`config.mk`:
```
export PLATFORM = sky130hd
export DESIGN_NAME = tch_isqrt_cell
export DESIGN_NICKNAME = d
export VERILOG_FILES = /design/src/hw/rtl/tch_pkg.sv /design/src/hw/rtl/tch_isqrt_cell.sv
export SDC_FILE = /design/constraint.sdc
export NUM_CORES = 1
export LEC_CHECK = 0
export BUFFER_PORTS_ARGS = -buffer_cell sky130_fd_sc_hd__buf_2
export CELL_PAD_IN_SITES_DETAIL_PLACEMENT = 1
export CELL_PAD_IN_SITES_GLOBAL_PLACEMENT = 1
export CORE_ASPECT_RATIO = 1.1
export CORE_UTILIZATION = 39
export CTS_BUF_LIST = sky130_fd_sc_hd__clkbuf_2 sky130_fd_sc_hd__clkbuf_4 sky130_fd_sc_hd__clkbuf_8
export DETAILED_ROUTE_END_ITERATION = 8
export PLACE_DENSITY_LB_ADDON = 0.12
export SETUP_SLACK_MARGIN = 0.15
export SYNTH_ARGS = -nofsm -noshare
export SYNTH_HDL_FRONTEND = slang
export SYNTH_SLANG_ARGS = --single-unit
```
`constraint.sdc`:
```
create_clock -name clock -period 6.6 [get_ports clock]
set_input_delay 0.33 -clock clock [delete_from_list [all_inputs] [get_ports clock]]
set_output_delay 0.33 -clock clock [all_outputs]
set_load 0.01 [all_outputs]
```
`src/hw/rtl/tch_pkg.sv`:
```
// Shared types, widths and CORDIC helpers for the tilt-compensated heading block.
// Used by every cell module and by the top level; depends on nothing else.
`timescale 1ns / 1ps
`default_nettype none
package tch_pkg;

   // Sensor sample width and number of CORDIC iterations
   localparam int SAMPLE_WIDTH = 16;
   localparam int CORDIC_STEPS = 16;
   localparam int TAB_LEN      = 24;
   localparam int STEPS        = (CORDIC_STEPS > TAB_LEN) ? TAB_LEN : CORDIC_STEPS;

   // Datapath widths: Q.30 vectors, wide CORDIC x/y, Q.28 angles
   localparam int QW        = 32;
   localparam int XW        = 40;
   localparam int ZW        = 34;
   localparam int IDXW      = 5;
   localparam int SQW       = 63;
   localparam int ISQ_STEPS = 31;

   localparam int REQ_W = ((6 * SAMPLE_WIDTH + 7) / 8) * 8;
   localparam int RSP_W = 48;

   localparam logic signed [ZW-1:0] HALF_PI  = ZW'(64'sd421657428);
   localparam logic signed [XW-1:0] GAIN_INV = XW'(64'sd652032874);
   localparam logic signed [QW-1:0] ONE_Q30  = QW'(64'sd1073741824);

   localparam logic signed [18:0] PITCH_LIM = 19'sd25736;
   localparam logic signed [18:0] ROLL_LIM  = 19'sd12868;

   typedef struct packed {
      logic signed [XW-1:0] x;
      logic signed [XW-1:0] y;
      logic signed [ZW-1:0] z;
      logic                 zero;
      logic [IDXW-1:0]      idx;
   } vec_type;

   typedef struct packed {
      logic signed [XW-1:0] x;
      logic signed [XW-1:0] y;
      logic signed [ZW-1:0] z;
      logic [IDXW-1:0]      idx;
   } rot_type;

   typedef struct packed {
      logic [SQW-1:0]  n;
      logic [SQW-1:0]  r;
      logic [IDXW-1:0] idx;
   } sqrt_type;

   // atan(2^-i) in Q.28, rounded to nearest
   function automatic logic signed [ZW-1:0] atan_lut(input logic [IDXW-1:0] i);
      logic signed [ZW-1:0] v;
      case (i)
         5'd0:    v = ZW'(64'sd210828714);
         5'd1:    v = ZW'(64'sd124459457);
         5'd2:    v = ZW'(64'sd65760959);
         5'd3:    v = ZW'(64'sd33381290);
         5'd4:    v = ZW'(64'sd16755422);
         5'd5:    v = ZW'(64'sd8385879);
         5'd6:    v = ZW'(64'sd4193963);
         5'd7:    v = ZW'(64'sd2097109);
         5'd8:    v = ZW'(64'sd1048571);
         5'd9:    v = ZW'(64'sd524287);
         5'd10:   v = ZW'(64'sd262144);
         5'd11:   v = ZW'(64'sd131072);
         5'd12:   v = ZW'(64'sd65536);
         5'd13:   v = ZW'(64'sd32768);
         5'd14:   v = ZW'(64'sd16384);
         5'd15:   v = ZW'(64'sd8192);
         5'd16:   v = ZW'(64'sd4096);
         5'd17:   v = ZW'(64'sd2048);
         5'd18:   v = ZW'(64'sd1024);
         5'd19:   v = ZW'(64'sd512);
         5'd20:   v = ZW'(64'sd256);
         5'd21:   v = ZW'(64'sd128);
         5'd22:   v = ZW'(64'sd64);
         5'd23:   v = ZW'(64'sd32);
         default: v = '0;
      endcase
      return v;
   endfunction

   // Place a raw sample in the top bits of the word, which moves it to Q.30
   function automatic logic signed [QW-1:0] sample_q30(input logic [SAMPLE_WIDTH-1:0] raw);
      return {raw, {(QW - SAMPLE_WIDTH){1'b0}}};
   endfunction

   // Quadrant fold ahead of the vectoring chain
   function automatic vec_type vec_pre(input logic signed [XW-1:0] y,
                                       input logic signed [XW-1:0] x);
      vec_type v;
      v.x    = x;
      v.y    = y;
      v.z    = '0;
      v.idx  = '0;
      v.zero = (x == '0) && (y == '0);
      if (x < 0) begin
         if (y >= 0) begin
            v.x = y;
            v.y = -x;
            v.z = HALF_PI;
         end else begin
            v.x = -y;
            v.y = x;
            v.z = -HALF_PI;
         end
      end
      return v;
   endfunction

   // Quadrant fold ahead of the rotation chain
   function automatic rot_type rot_pre(input logic signed [ZW-1:0] z);
      rot_type r;
      r.idx = '0;
      if (z > HALF_PI) begin
         r.z = z - HALF_PI;
         r.x = '0;
         r.y = GAIN_INV;
      end else if (z < -HALF_PI) begin
         r.z = z + HALF_PI;
         r.x = '0;
         r.y = -GAIN_INV;
      end else begin
         r.z = z;
         r.x = GAIN_INV;
         r.y = '0;
      end
      return r;
   endfunction

   // Q.28 angle to Q3.13, rounded half up and saturated
   function automatic logic signed [18:0] angle_out(input logic signed [ZW-1:0] z,
                                                    input logic signed [18:0] lim);
      logic signed [ZW:0] s;
      logic signed [18:0] v;
      s = {z[ZW-1], z} + (ZW+1)'(1 << 14);
      v = s[ZW-1:15];
      if (v > lim) begin
         v = lim;
      end else if (v < -lim) begin
         v = -lim;
      end
      return v;
   endfunction

endpackage
`default_nettype wire

```
`src/hw/rtl/tch_isqrt_cell.sv`:
```
// One digit step of the pipelined integer square root.
// Depends on tch_pkg.
`timescale 1ns / 1ps
`default_nettype none
module tch_isqrt_cell (
   input  wire logic              clock,
   input  wire logic              en,
   input  wire tch_pkg::sqrt_type c_in,
   output tch_pkg::sqrt_type      c_out
);
   import tch_pkg::*;

   sqrt_type       out_ff;
   sqrt_type       out_in;
   logic [SQW-1:0] bit_w;
   logic [SQW-1:0] trial;

   // Try one result bit, restore when it does not fit
   always_comb begin
      bit_w  = SQW'(1) << (7'd60 - {c_in.idx, 1'b0});
      trial  = c_in.r + bit_w;
      out_in = c_in;
      out_in.idx = c_in.idx + 1'b1;
      if (c_in.n >= trial) begin
         out_in.n = c_in.n - trial;
         out_in.r = (c_in.r >> 1) + bit_w;
      end else begin
         out_in.r = c_in.r >> 1;
      end
   end

   // Advance with the pipeline
   always_ff @(posedge clock) begin
      if (en) begin
         out_ff <= out_in;
      end
   end

   assign c_out = out_ff;
endmodule
`default_nettype wire

```
# --- After elaboration in Yosys (flattened, before gate mapping) ---
# Cells that the tools add are included.
classes:
  mux: 2
  n_addsub: 5
  order_cmp: 1
  shifts: 1
ops:
  columns: ["cell", "count"]
  rows:
  - ["$add 62x63->63", 1]
  - ["$add 63x63->63", 1]
  - ["$ge 63x63->1", 1]
  - ["$mux 63", 1]
  - ["$shl 1x7->63 const A", 1]
  - ["$sub 63x63->63", 1]
  - ["$mux 62", 1]
  - ["$sub 6x6->7 const A", 1]
  - ["$add 5x1->5 const B", 1]
word_totals:
  input_bits: 133
  ff_bits: 131
  out_inout_bits: 131

# --- Longest topological paths before layout ---
depth:
  word_depth: 5
  ltp_mapped: 35

# --- Worst setup path before layout ---
# Ideal clock, no wire load.
synth_timing:
  kind: "input to register"
  startpoint: "input c_in[0] (netlist bit)"
  endpoint: "register out_ff (netlist bit c_out[18]), data pin"
  arrival_ns: 5.952
  stages: 31
  n_path_buf: 3
  setup_ns: 0.260
  setup_slack_ns: 0.388
  path_cell_list: "ha_1 a21boi_0 a22o_1 nor2_1 nor2_1 ha_1 ha_1 a41oi_1 o21a_1 a21oi_2 o2bb2ai_1 a21oi_2 o21ai_2 a31oi_1 nor3_1 a21oi_1 xor2_1 ha_1 clkbuf_1 and3_1 and2_1 nand3_1 nor3_1 a31o_2 or4_1 a211oi_2 or2_1 buf_4 buf_4 nor2_1 xor2_1"
synth_rtl:
  columns: ["item", "line_no", "text"]
  rows:
  - ["start: declaration", "tch_isqrt_cell.sv:8", "input wire tch_pkg::sqrt_type c_in,"]
  - ["end signal: assignment", "tch_isqrt_cell.sv:35", "out_ff <= out_in;"]
  - ["end: declaration", "tch_isqrt_cell.sv:13", "sqrt_type out_ff;"]

==> results_dict.tcl <==
set metrics [dict create \
    status "completed" \
    maxCapViolCount 0 \
    syn_area_mm2 0.0141 \
    slowest_stage "or4_4" \
    core_region_area_mm2 0.0354 \
    cp_common_cell "buf_4" \
    yosys_most_used_dff "edfxtp_1" \
    die-area_mm2 0.0369 \
    ant_nets 0 \
    max_stage_delay_ns 0.49 \
    ir_drop_v 0.000129 \
    overflow 0 \
    fin_setup_tns_ns 0 \
    wl_per_cell_um 21.3 \
    synthTopCellsByArea "edfxtp_1 28%, ha_1 12%, nand2_1 6.1%" \
    power_mw 3.20 \
    fp.dieW_um 183 \
    cp_num_buf_inv 7 \
    final_max_slew_viol_count 0 \
    grt_start_max_net_pins 69 \
    crit_type "in -> reg" \
    finalSetupViolations 0 \
    critPathCaptureType "flip-flop" \
    final_cell_mix "262 x buf_2, 229 x nand2_1, 206 x buf_4" \
    vias 15204 \
    worstSetupStartpointType "input port" \
    clockBufferDepth 2 \
    cts_root_buf "clkbuf_8" \
    drt_iter0_markers 869 \
    numCtsBuffers 17 \
    dpl_cell_area_mm2 0.0173 \
    dr.pass1.iters 5 \
    min_period_over_period_pct 94.5 \
    crit_family "compound AO/OA/AOI/OAI gates" \
    start_util_pct 39.8 \
    synth_cells 1732 \
    required_ns 6.87 \
    io_pins 264 \
    hp-class "in -> reg" \
    ys_warn_count 0 \
    clk_pin_slew_ns 0.08 \
    hold_viol 0 \
    place_hpwl_mm 45.8 \
    cts.sinks 131 \
    synth_cell_types 90 \
    fmax_mhz 160 \
    fin_crit_ns 6.24 \
    postLayoutCellArea_mm2 0.0181 \
    instances_no_fill 2662 \
    gp_congestion 0.926 \
    cts_tree "yes" \
    synthArstFlopShare_pct 0 \
    grt_usage_pct 30.2 \
    yosys.area.top_type "edfxtp_1" \
    post_drt_via_cell_ratio 5.71 \
    yosys_register_bits 131 \
    rsz0062_at_grt "no" \
    port_buffers 263 \
    dp.cells 2615 \
    drc 0 \
    ys_seq_area_share_pct 27.9 \
    syn_nets 1998 \
    cts-htree-levels 4 \
    largest_register_ff_count 131 \
    synth_top_area_share_pct 27.9 \
    tightestPinTransition_ns 0.976 \
    postSynthAreaPerCell_um2 8.13 \
    dp_slack_ns -0.402 \
    first_global_vias 15400 \
    synth-edff-count 131 \
    grt_antenna_before_repair 1 \
    wl_mm 56.7 \
    grt_pass1_wl_mm 86.4 \
    die_h_um 201 \
    power.density_mw_per_mm2 177 \
    leakagePower_nw 7.67 \
    setup_slack_ns 0.361 \
    nets 2435 \
    drive_gt1_share_pct 26.5 \
    area_growth_pct 28.1 \
    worst_ep_arrival_time_ns 6.51 \
    slew_headroom_pct 35.0 \
    rows 72 \
    layout_commonest_cell "buf_2" \
    path_max_fanout 15 \
]
==> report_power, final <==
part | leakage, nW | internal (mW) | switching [mW]
sequential | 1.28 | 1.06 | 0.0347
clock | 0.187 | 0.339 | 0.356
combinational | 6.20 | 0.585 | 0.818
==> per-stage QoR <==
step	hold slack, ns	utilization (%)
final	0.108	51.0
after floorplan	0.442	-
after global placement	0.625	49.0
after global routing	0.115	51.0
after CTS	0.0675	50.0
after detailed placement	0.629	49.0
==> synthesized netlist by cell type, drive strengths merged, types with 32 or more instances <==
| library cell | count |
|---|---|
| nand2 | 229 |
| nand4 | 38 |
| nor2 | 175 |
| a31oi | 57 |
| o21bai | 32 |
| xor2 | 87 |
| inv | 40 |
| clkbuf | 39 |
| ha | 132 |
| a21oi | 170 |
| nand3 | 41 |
| edfxtp | 131 |
| xnor2 | 88 |
| o21ai | 129 |
==> logic make-up after synthesis <==
group	Yosys count	synth area share, %
AO/OA/AOI/OAI	539	24.5
flip-flops	131	27.9
XOR/XNOR	175	10.9
buffers and inverters	104	3.16
multiplexers	3	0.213
adder cells (fa/ha/maj)	136	12.1
AND/OR/NAND/NOR	644	21.3
==> cell type report <==
class | instances | area, µm²
sequential | 131 | 3930
clock inverter | 9 | 90.1
fill | 4432 | 17400
timing repair buffer | 482 | 3120
tap | 481 | 602
inverter | 40 | 150
multi-input combinational | 1497 | 9890
antenna | 1 | 2.50
clock buffer | 21 | 264
==> path summary, 6_finish.rpt <==
| kind | startpoint | slack (ns) | to | cells past startpoint |
|---|---|---|---|---|
| max | c_in[0] | 0.36 | c_out[72] | 35 |
| min | c_in[92] | 0.11 | c_out[92] | 3 |
==> what timing repair did <==
action | CTS | global route
setup buffers | 0 | 14
endpoints found under the setup margin | 1 | 126
pin swaps | 1 | 22
gates cloned | 0 | 2
hold buffers | 0 | 0
resized for setup | 0 | 41
==> per-layer routing <==
layer / global-route usage, % / wire length (µm) / vias to the layer above
met1: 41.9 / 26900 / 7471
met5: 0 / 0 / -
met4: 9.17 / 1180 / 0
li1: - / - / 7260
met2: 49.1 / 26300 / 411
met3: 3.31 / 2350 / 62
(Power assumes the default switching activity.)
