**src/hw/rtl/tch_pkg.sv**
```systemverilog
// Shared types, widths and CORDIC helpers for the tilt-compensated heading block.
// Used by every cell module and by the top level; depends on nothing else.
`timescale 1ns / 1ps
`default_nettype none
package tch_pkg;

   // Sensor sample width and number of CORDIC iterations
   localparam int SAMPLE_WIDTH = 16;
   localparam int CORDIC_STEPS = 16;
   localparam int TAB_LEN      = 24;
   localparam int STEPS        = (CORDIC_STEPS > TAB_LEN) ? TAB_LEN : CORDIC_STEPS;

   // Datapath widths: Q.30 vectors, wide CORDIC x/y, Q.28 angles
   localparam int QW        = 32;
   localparam int XW        = 40;
   localparam int ZW        = 34;
   localparam int IDXW      = 5;
   localparam int SQW       = 63;
   localparam int ISQ_STEPS = 31;

   localparam int REQ_W = ((6 * SAMPLE_WIDTH + 7) / 8) * 8;
   localparam int RSP_W = 48;

   localparam logic signed [ZW-1:0] HALF_PI  = ZW'(64'sd421657428);
   localparam logic signed [XW-1:0] GAIN_INV = XW'(64'sd652032874);
   localparam logic signed [QW-1:0] ONE_Q30  = QW'(64'sd1073741824);

   localparam logic signed [18:0] PITCH_LIM = 19'sd25736;
   localparam logic signed [18:0] ROLL_LIM  = 19'sd12868;

   typedef struct packed {
      logic signed [XW-1:0] x;
      logic signed [XW-1:0] y;
      logic signed [ZW-1:0] z;
      logic                 zero;
      logic [IDXW-1:0]      idx;
   } vec_type;

   typedef struct packed {
      logic signed [XW-1:0] x;
      logic signed [XW-1:0] y;
      logic signed [ZW-1:0] z;
      logic [IDXW-1:0]      idx;
   } rot_type;

   typedef struct packed {
      logic [SQW-1:0]  n;
      logic [SQW-1:0]  r;
      logic [IDXW-1:0] idx;
   } sqrt_type;

   // atan(2^-i) in Q.28, rounded to nearest
   function automatic logic signed [ZW-1:0] atan_lut(input logic [IDXW-1:0] i);
      logic signed [ZW-1:0] v;
      case (i)
         5'd0:    v = ZW'(64'sd210828714);
         5'd1:    v = ZW'(64'sd124459457);
         5'd2:    v = ZW'(64'sd65760959);
         5'd3:    v = ZW'(64'sd33381290);
         5'd4:    v = ZW'(64'sd16755422);
         5'd5:    v = ZW'(64'sd8385879);
         5'd6:    v = ZW'(64'sd4193963);
         5'd7:    v = ZW'(64'sd2097109);
         5'd8:    v = ZW'(64'sd1048571);
         5'd9:    v = ZW'(64'sd524287);
         5'd10:   v = ZW'(64'sd262144);
         5'd11:   v = ZW'(64'sd131072);
         5'd12:   v = ZW'(64'sd65536);
         5'd13:   v = ZW'(64'sd32768);
         5'd14:   v = ZW'(64'sd16384);
         5'd15:   v = ZW'(64'sd8192);
         5'd16:   v = ZW'(64'sd4096);
         5'd17:   v = ZW'(64'sd2048);
         5'd18:   v = ZW'(64'sd1024);
         5'd19:   v = ZW'(64'sd512);
         5'd20:   v = ZW'(64'sd256);
         5'd21:   v = ZW'(64'sd128);
         5'd22:   v = ZW'(64'sd64);
         5'd23:   v = ZW'(64'sd32);
         default: v = '0;
      endcase
      return v;
   endfunction

   // Place a raw sample in the top bits of the word, which moves it to Q.30
   function automatic logic signed [QW-1:0] sample_q30(input logic [SAMPLE_WIDTH-1:0] raw);
      return {raw, {(QW - SAMPLE_WIDTH){1'b0}}};
   endfunction

   // Quadrant fold ahead of the vectoring chain
   function automatic vec_type vec_pre(input logic signed [XW-1:0] y,
                                       input logic signed [XW-1:0] x);
      vec_type v;
      v.x    = x;
      v.y    = y;
      v.z    = '0;
      v.idx  = '0;
      v.zero = (x == '0) && (y == '0);
      if (x < 0) begin
         if (y >= 0) begin
            v.x = y;
            v.y = -x;
            v.z = HALF_PI;
         end else begin
            v.x = -y;
            v.y = x;
            v.z = -HALF_PI;
         end
      end
      return v;
   endfunction

   // Quadrant fold ahead of the rotation chain
   function automatic rot_type rot_pre(input logic signed [ZW-1:0] z);
      rot_type r;
      r.idx = '0;
      if (z > HALF_PI) begin
         r.z = z - HALF_PI;
         r.x = '0;
         r.y = GAIN_INV;
      end else if (z < -HALF_PI) begin
         r.z = z + HALF_PI;
         r.x = '0;
         r.y = -GAIN_INV;
      end else begin
         r.z = z;
         r.x = GAIN_INV;
         r.y = '0;
      end
      return r;
   endfunction

   // Q.28 angle to Q3.13, rounded half up and saturated
   function automatic logic signed [18:0] angle_out(input logic signed [ZW-1:0] z,
                                                    input logic signed [18:0] lim);
      logic signed [ZW:0] s;
      logic signed [18:0] v;
      s = {z[ZW-1], z} + (ZW+1)'(1 << 14);
      v = s[ZW-1:15];
      if (v > lim) begin
         v = lim;
      end else if (v < -lim) begin
         v = -lim;
      end
      return v;
   endfunction

endpackage
`default_nettype wire

```
**src/hw/rtl/tch_rot_cell.sv**
```systemverilog
// One CORDIC rotation iteration (sine and cosine), registered.
// Depends on tch_pkg.
`timescale 1ns / 1ps
`default_nettype none
module tch_rot_cell (
   input  wire logic             clock,
   input  wire logic             en,
   input  wire tch_pkg::rot_type c_in,
   output tch_pkg::rot_type      c_out
);
   import tch_pkg::*;

   rot_type              out_ff;
   rot_type              out_in;
   logic signed [XW-1:0] xs;
   logic signed [XW-1:0] ys;

   // Drive the residual angle toward zero
   always_comb begin
      xs     = c_in.x >>> c_in.idx;
      ys     = c_in.y >>> c_in.idx;
      out_in = c_in;
      out_in.idx = c_in.idx + 1'b1;
      if (c_in.z >= 0) begin
         out_in.x = c_in.x - ys;
         out_in.y = c_in.y + xs;
         out_in.z = c_in.z - atan_lut(c_in.idx);
      end else begin
         out_in.x = c_in.x + ys;
         out_in.y = c_in.y - xs;
         out_in.z = c_in.z + atan_lut(c_in.idx);
      end
   end

   always_ff @(posedge clock) begin
      if (en) begin
         out_ff <= out_in;
      end
   end

   assign c_out = out_ff;
endmodule
`default_nettype wire

```
**config.mk**
```make
export PLATFORM = sky130hd
export DESIGN_NAME = tch_rot_cell
export DESIGN_NICKNAME = d
export VERILOG_FILES = /design/src/hw/rtl/tch_pkg.sv /design/src/hw/rtl/tch_rot_cell.sv
export SDC_FILE = /design/constraint.sdc
export NUM_CORES = 1
export LEC_CHECK = 0
export ABC_CLOCK_PERIOD_IN_PS = 13490
export BUFFER_PORTS_ARGS = -buffer_cell sky130_fd_sc_hd__buf_2
export CAP_MARGIN = 20
export CORE_MARGIN = 8
export CORE_UTILIZATION = 50
export CTS_CLUSTER_SIZE = 28
export DETAILED_ROUTE_END_ITERATION = 6
export GPL_TIMING_DRIVEN = 0
export PLACE_DENSITY_LB_ADDON = 0.15
export REMOVE_ABC_BUFFERS = 1
export SETUP_SLACK_MARGIN = 0.15
export SYNTH_ARGS = -nofsm -noshare
export SYNTH_HDL_FRONTEND = slang
export SYNTH_SLANG_ARGS = --single-unit
export TNS_END_PERCENT = 1
```
**constraint.sdc**
```tcl
create_clock -name clock -period 13.49 [get_ports clock]
set_clock_uncertainty 0.05 [all_clocks]
set_input_delay 1.349 -clock clock [delete_from_list [all_inputs] [get_ports clock]]
set_output_delay 1.349 -clock clock [all_outputs]
set_load 0.02 [all_outputs]
```
---- Word-level counts from Yosys, hierarchy flattened ----
Memory sizes are Yosys's and may differ from the RTL's.
Index checks and enable logic that the tools add are counted.
operators by class
  add/sub/neg operators ................... 7
  magnitude comparators ................... 1
  shifts and indexed selects .............. 2
  muxes and demuxes ....................... 3
operator list
  operator                                               number
  two-way mux 114 bit                                    1
  adder 40 bit                                           2
  >>> shifter 40 x 5 -> 40 bit                           2
  subtractor 40 bit                                      2
  two-way mux 34 bit                                     2
  adder 34 bit                                           1
  >= comparator 34 x 1 -> 1 bit (second input constant)  1
  subtractor 34 bit                                      1
  adder 5 x 1 -> 5 bit (second input constant)           1
storage, ports and cells
  bits in registers ....................... 119
  ROM bits ................................ 1792
  bits of input ports ..................... 121
  output and inout port bits .............. 119
  logic and storage cells ................. 19
  memories ................................ 2
memories
  name             words  bits a word  read ports  clocked after memory_dff  wr ports  line           RTL
  (no name shown)  32     28           1           0                         0         tch_pkg.sv:55  case (i)
  (no name shown)  32     28           1           0                         0         tch_pkg.sv:55

---- Longest topological paths before layout ----
  word-level depth ........................ 4
  gate-level depth with buffers ........... 31
  mapped depth without buffers ............ 25

---- Worst setup path after synthesis ----
OpenSTA, ideal clock, no wires.
  path kind ............................... input port to flip-flop
  start point ............................. input c_in[1] (netlist name)
  end point ............................... register out_ff, in the netlist c_out[37], data pin
  setup time .............................. 266 ps
  arrival time ............................ 7246 ps
  data required time ...................... 13174 ps
  path slack .............................. 5928 ps
  stages on the path ...................... 30
  path buffers ............................ 7
  path through ............................ buf_2 > inv_1 > buf_2 > buf_2 > buf_2 > buf_1 > ha_1 > inv_1 > o21ai_0 > o21ai_0 > ha_1 > nand3_1 > or2_2 > or3b_2 > clkbuf_1 > o41ai_1 > xor2_1 > ha_1 > clkbuf_1 > a21o_1 > a21o_1 > a21oi_1 > o21ai_0 > a21oi_1 > o2111ai_1 > a31oi_1 > nor2b_1 > o21a_1 > o41ai_1 > xnor2_1
RTL lines
  element               line                RTL
  from (decl)           tch_rot_cell.sv:8   input wire tch_pkg::rot_type c_in,
  to (signal assigned)  tch_rot_cell.sv:37  out_ff <= out_in;
  to (decl)             tch_rot_cell.sv:13  rot_type out_ff;

==> impl_metrics.env <==
export IMPL_path_clk_slew_ns=0.06
export IMPL_post_cts_resized=0
export IMPL_die_area_sq_um=43100
export IMPL_drc_errors=0
export IMPL_setup_viol=0
export IMPL_hold_viol_final=0
export IMPL_routedWlPerCell_microns=24.3
export IMPL_area_growth_pct=11.2
export IMPL_cts_tree="yes"
export IMPL_core_rowCount=70
export IMPL_synthesis_area_sq_um=18400
export IMPL_die_width_microns=208
export IMPL_cts_buffers=17
export IMPL_top_level_ports=240
export IMPL_crit_path_end_kind="register"
export IMPL_grtUsageMet2_pct=49.3
export IMPL_arrival_ns=9.58
export IMPL_yosysTopAreaCell="edfxtp_1"
export IMPL_grt_ovfl_total=0
export IMPL_grt_pass1_vias=17300
export IMPL_clk_path_buf_depth=2
export IMPL_drt_antenna_violating_nets=0
export IMPL_whs_ns=1.18
export IMPL_status="finished clean"
export IMPL_period_needed_ns=9.41
export IMPL_cp_start_kind="input port"
export IMPL_synth_cell_types=93
export IMPL_power_density_nw_per_um2=114
export IMPL_synth_area_top_cells="edfxtp_1, mux4_2, ha_1, xnor2_1, a21oi_1"
export IMPL_power_total_w=0.00232
export IMPL_use_met1_pct=37.3
export IMPL_crit_type="in -> reg"
export IMPL_via_per_inst=6.54
export IMPL_synth_xor_area_share_pct=9.44
export IMPL_synthMuxAreaShare_pct=19.8
export IMPL_synth_top_area_share_pct=19.5
export IMPL_drive_gt1_share_pct=20.9
export IMPL_worst_slack_ns=4.08
export IMPL_synth_warnings=0
export IMPL_max_freq_ghz=0.106
export IMPL_slew_violations=0
export IMPL_synth_fa_ha_area_share_pct=8.98
export IMPL_setup_tns_ns=0
export IMPL_cts_sinks=119
export IMPL_gp_congestion=0.984
export IMPL_async_flop_share_pct=0
export IMPL_fin_crit_sh_pct=69.8
export IMPL_synth_edf_count=119
export IMPL_synth_top_family_by_area="compound AO/OA/AOI/OAI gates"
export IMPL_syn_inst=2080
export IMPL_largest_reg_flops=119
export IMPL_cap_violations=0
export IMPL_place_ws_ns=3.91
export IMPL_relSlewSlack_pct=25.8
export IMPL_vias=17700
export IMPL_hp_class="in -> reg"
export IMPL_die_height_microns=208
export IMPL_leakage_nw=8.27
export IMPL_cts_max_level=4
export IMPL_cts_root_buf="clkbuf_16"
export IMPL_rsz0062_at_grt="no"
export IMPL_drt_total_wl_microns=66100
export IMPL_antenna_found_initial=1
export IMPL_crit_required_ns=13.66
export IMPL_port_buffers=239
export IMPL_synth_seq_cells=119
export IMPL_avgSynthCellArea_sq_um=8.83
export IMPL_start_util_pct=50.4
export IMPL_busiest_layer="met2"
export IMPL_dr_pass1_iters=7
export IMPL_layout_nets=2483
export IMPL_post_cts_buffers=0
export IMPL_drt_initial_drc_count=1515
export IMPL_worst_pin_slew_ns=1.11
export IMPL_hpwl_microns=51100
export IMPL_synth_compound_area_share_pct=21.4
export IMPL_coreArea_sq_um=36400
export IMPL_grt_usage_pct=29.6
export IMPL_synth_ff_type="edfxtp_1"
export IMPL_yosysSeqAreaShare_pct=19.5
export IMPL_grt_pass1_wl_microns=102000
export IMPL_grt_max_degree=91
export IMPL_path_max_fanout=90
export IMPL_synth_simple_area_share_pct=16.4
export IMPL_irDropWorstVdd_mv=0.0953
export IMPL_finish_utilization_pct=56.1
export IMPL_use_met3_pct=5.15
export IMPL_ctsHoldBuffers=0
[power by group]
part | switching (W) | internal, W | total [W]
clock network | 0.000177 | 0.000268 | 0.000445
logic | 0.000795 | 0.000507 | 0.00130
registers | 0.0000234 | 0.000553 | 0.000576
total | 0.000996 | 0.00133 | 0.00232
[metrics by stage]
stage,cell area (sq um),cells
6_report,20400,2713
3_5_place_dp,19900,2680
3_3_place_gp,19600,2667
2_1_floorplan,17800,1960
4_1_cts,20400,2711
5_1_grt,20400,2713
[layer usage]
layer / share of wire, % / vias up
li1: - / 8228
met1: 41 / 8536
met2: 47 / 825
met3: 7.4 / 150
met4: 4.3 / 0
met5: 0 / -
[cell usage in the layout, fill, tap and decap left out, drive strengths merged, types with 16 or more instances in the layout]
master and count:
o22ai 18, mux4 104, xor2 65, a31oi 22, nand3 46, o21ai 153
ha 127, mux2i 72, a21o 49, nor3 45, o211ai 17, nor2b 26
edfxtp 119, a21oi 152, nand2 200, o31ai 17, o21a 22, nand2b 39
a211oi 23, inv 60, and2 19, or3 16, clkbuf 21, buf 253
mux2 51, nor2 151, xnor2 133
[worst max-delay path, cell delays in order]
cell and delay [ns]:
buf_8 0.56, buf_16 0.40, mux4_1 0.76, mux2_2 0.34, mux2i_1 0.45, a222oi_1 0.37
or4b_1 0.61, nor4_2 0.61, nand2b_1 0.19, o21ai_0 0.25, xor2_1 0.11, ha_1 0.40
and3_1 0.29, nand2b_1 0.10, a2111oi_0 0.71, nor2_1 0.18, a21oi_1 0.25, a21oi_1 0.16
o311ai_0 0.83, nand2_1 0.14, o311ai_0 0.42
[cells by family (layout without fill, tap and decap cells)]
group	Yosys count	in the layout
AND/OR/NAND/NOR	620	620
AO/OA/AOI/OAI	605	605
multiplexers	227	227
XOR/XNOR	198	198
buffers and inverters	181	345
adder cells (fa/ha/maj)	130	130
flip-flops	119	119
other	0	1
[cell usage after synthesis, drive strengths merged, types with 17 or more instances]
cell and count:
nand2b 39, buf 66, inv 60, a21o 49, o21ai 153, and2 19
nor2 151, a21oi 152, nor3 45, xor2 65, nand3 46, nor2b 26
clkbuf 54, a31oi 22, a211oi 23, mux2i 72, o21a 22, mux4 104
o31ai 17, mux2 51, o22ai 18, o211ai 17, nand2 200, xnor2 133
edfxtp 119, ha 127
[final cells by class]
cell class / count / area [sq um]
Antenna cell: 1 / 2.50
Clock buffer: 21 / 440
Clock inverter: 10 / 106
Sequential cell: 119 / 3570
Timing Repair Buffer: 253 / 1520
Multi-Input combinational cell: 1780 / 14000
Tap cell: 468 / 586
Inverter: 61 / 230
Fill cell: 3332 / 16000
[worst paths after layout]
path / startpoint / endpoint / slack, ns / depth (start not counted)
setup / recovery: c_in[0] / c_out[115] / 4.08 / 21
hold / removal: c_in[39] / c_out[39] / 1.18 / 2
(Power assumes the default switching activity.)
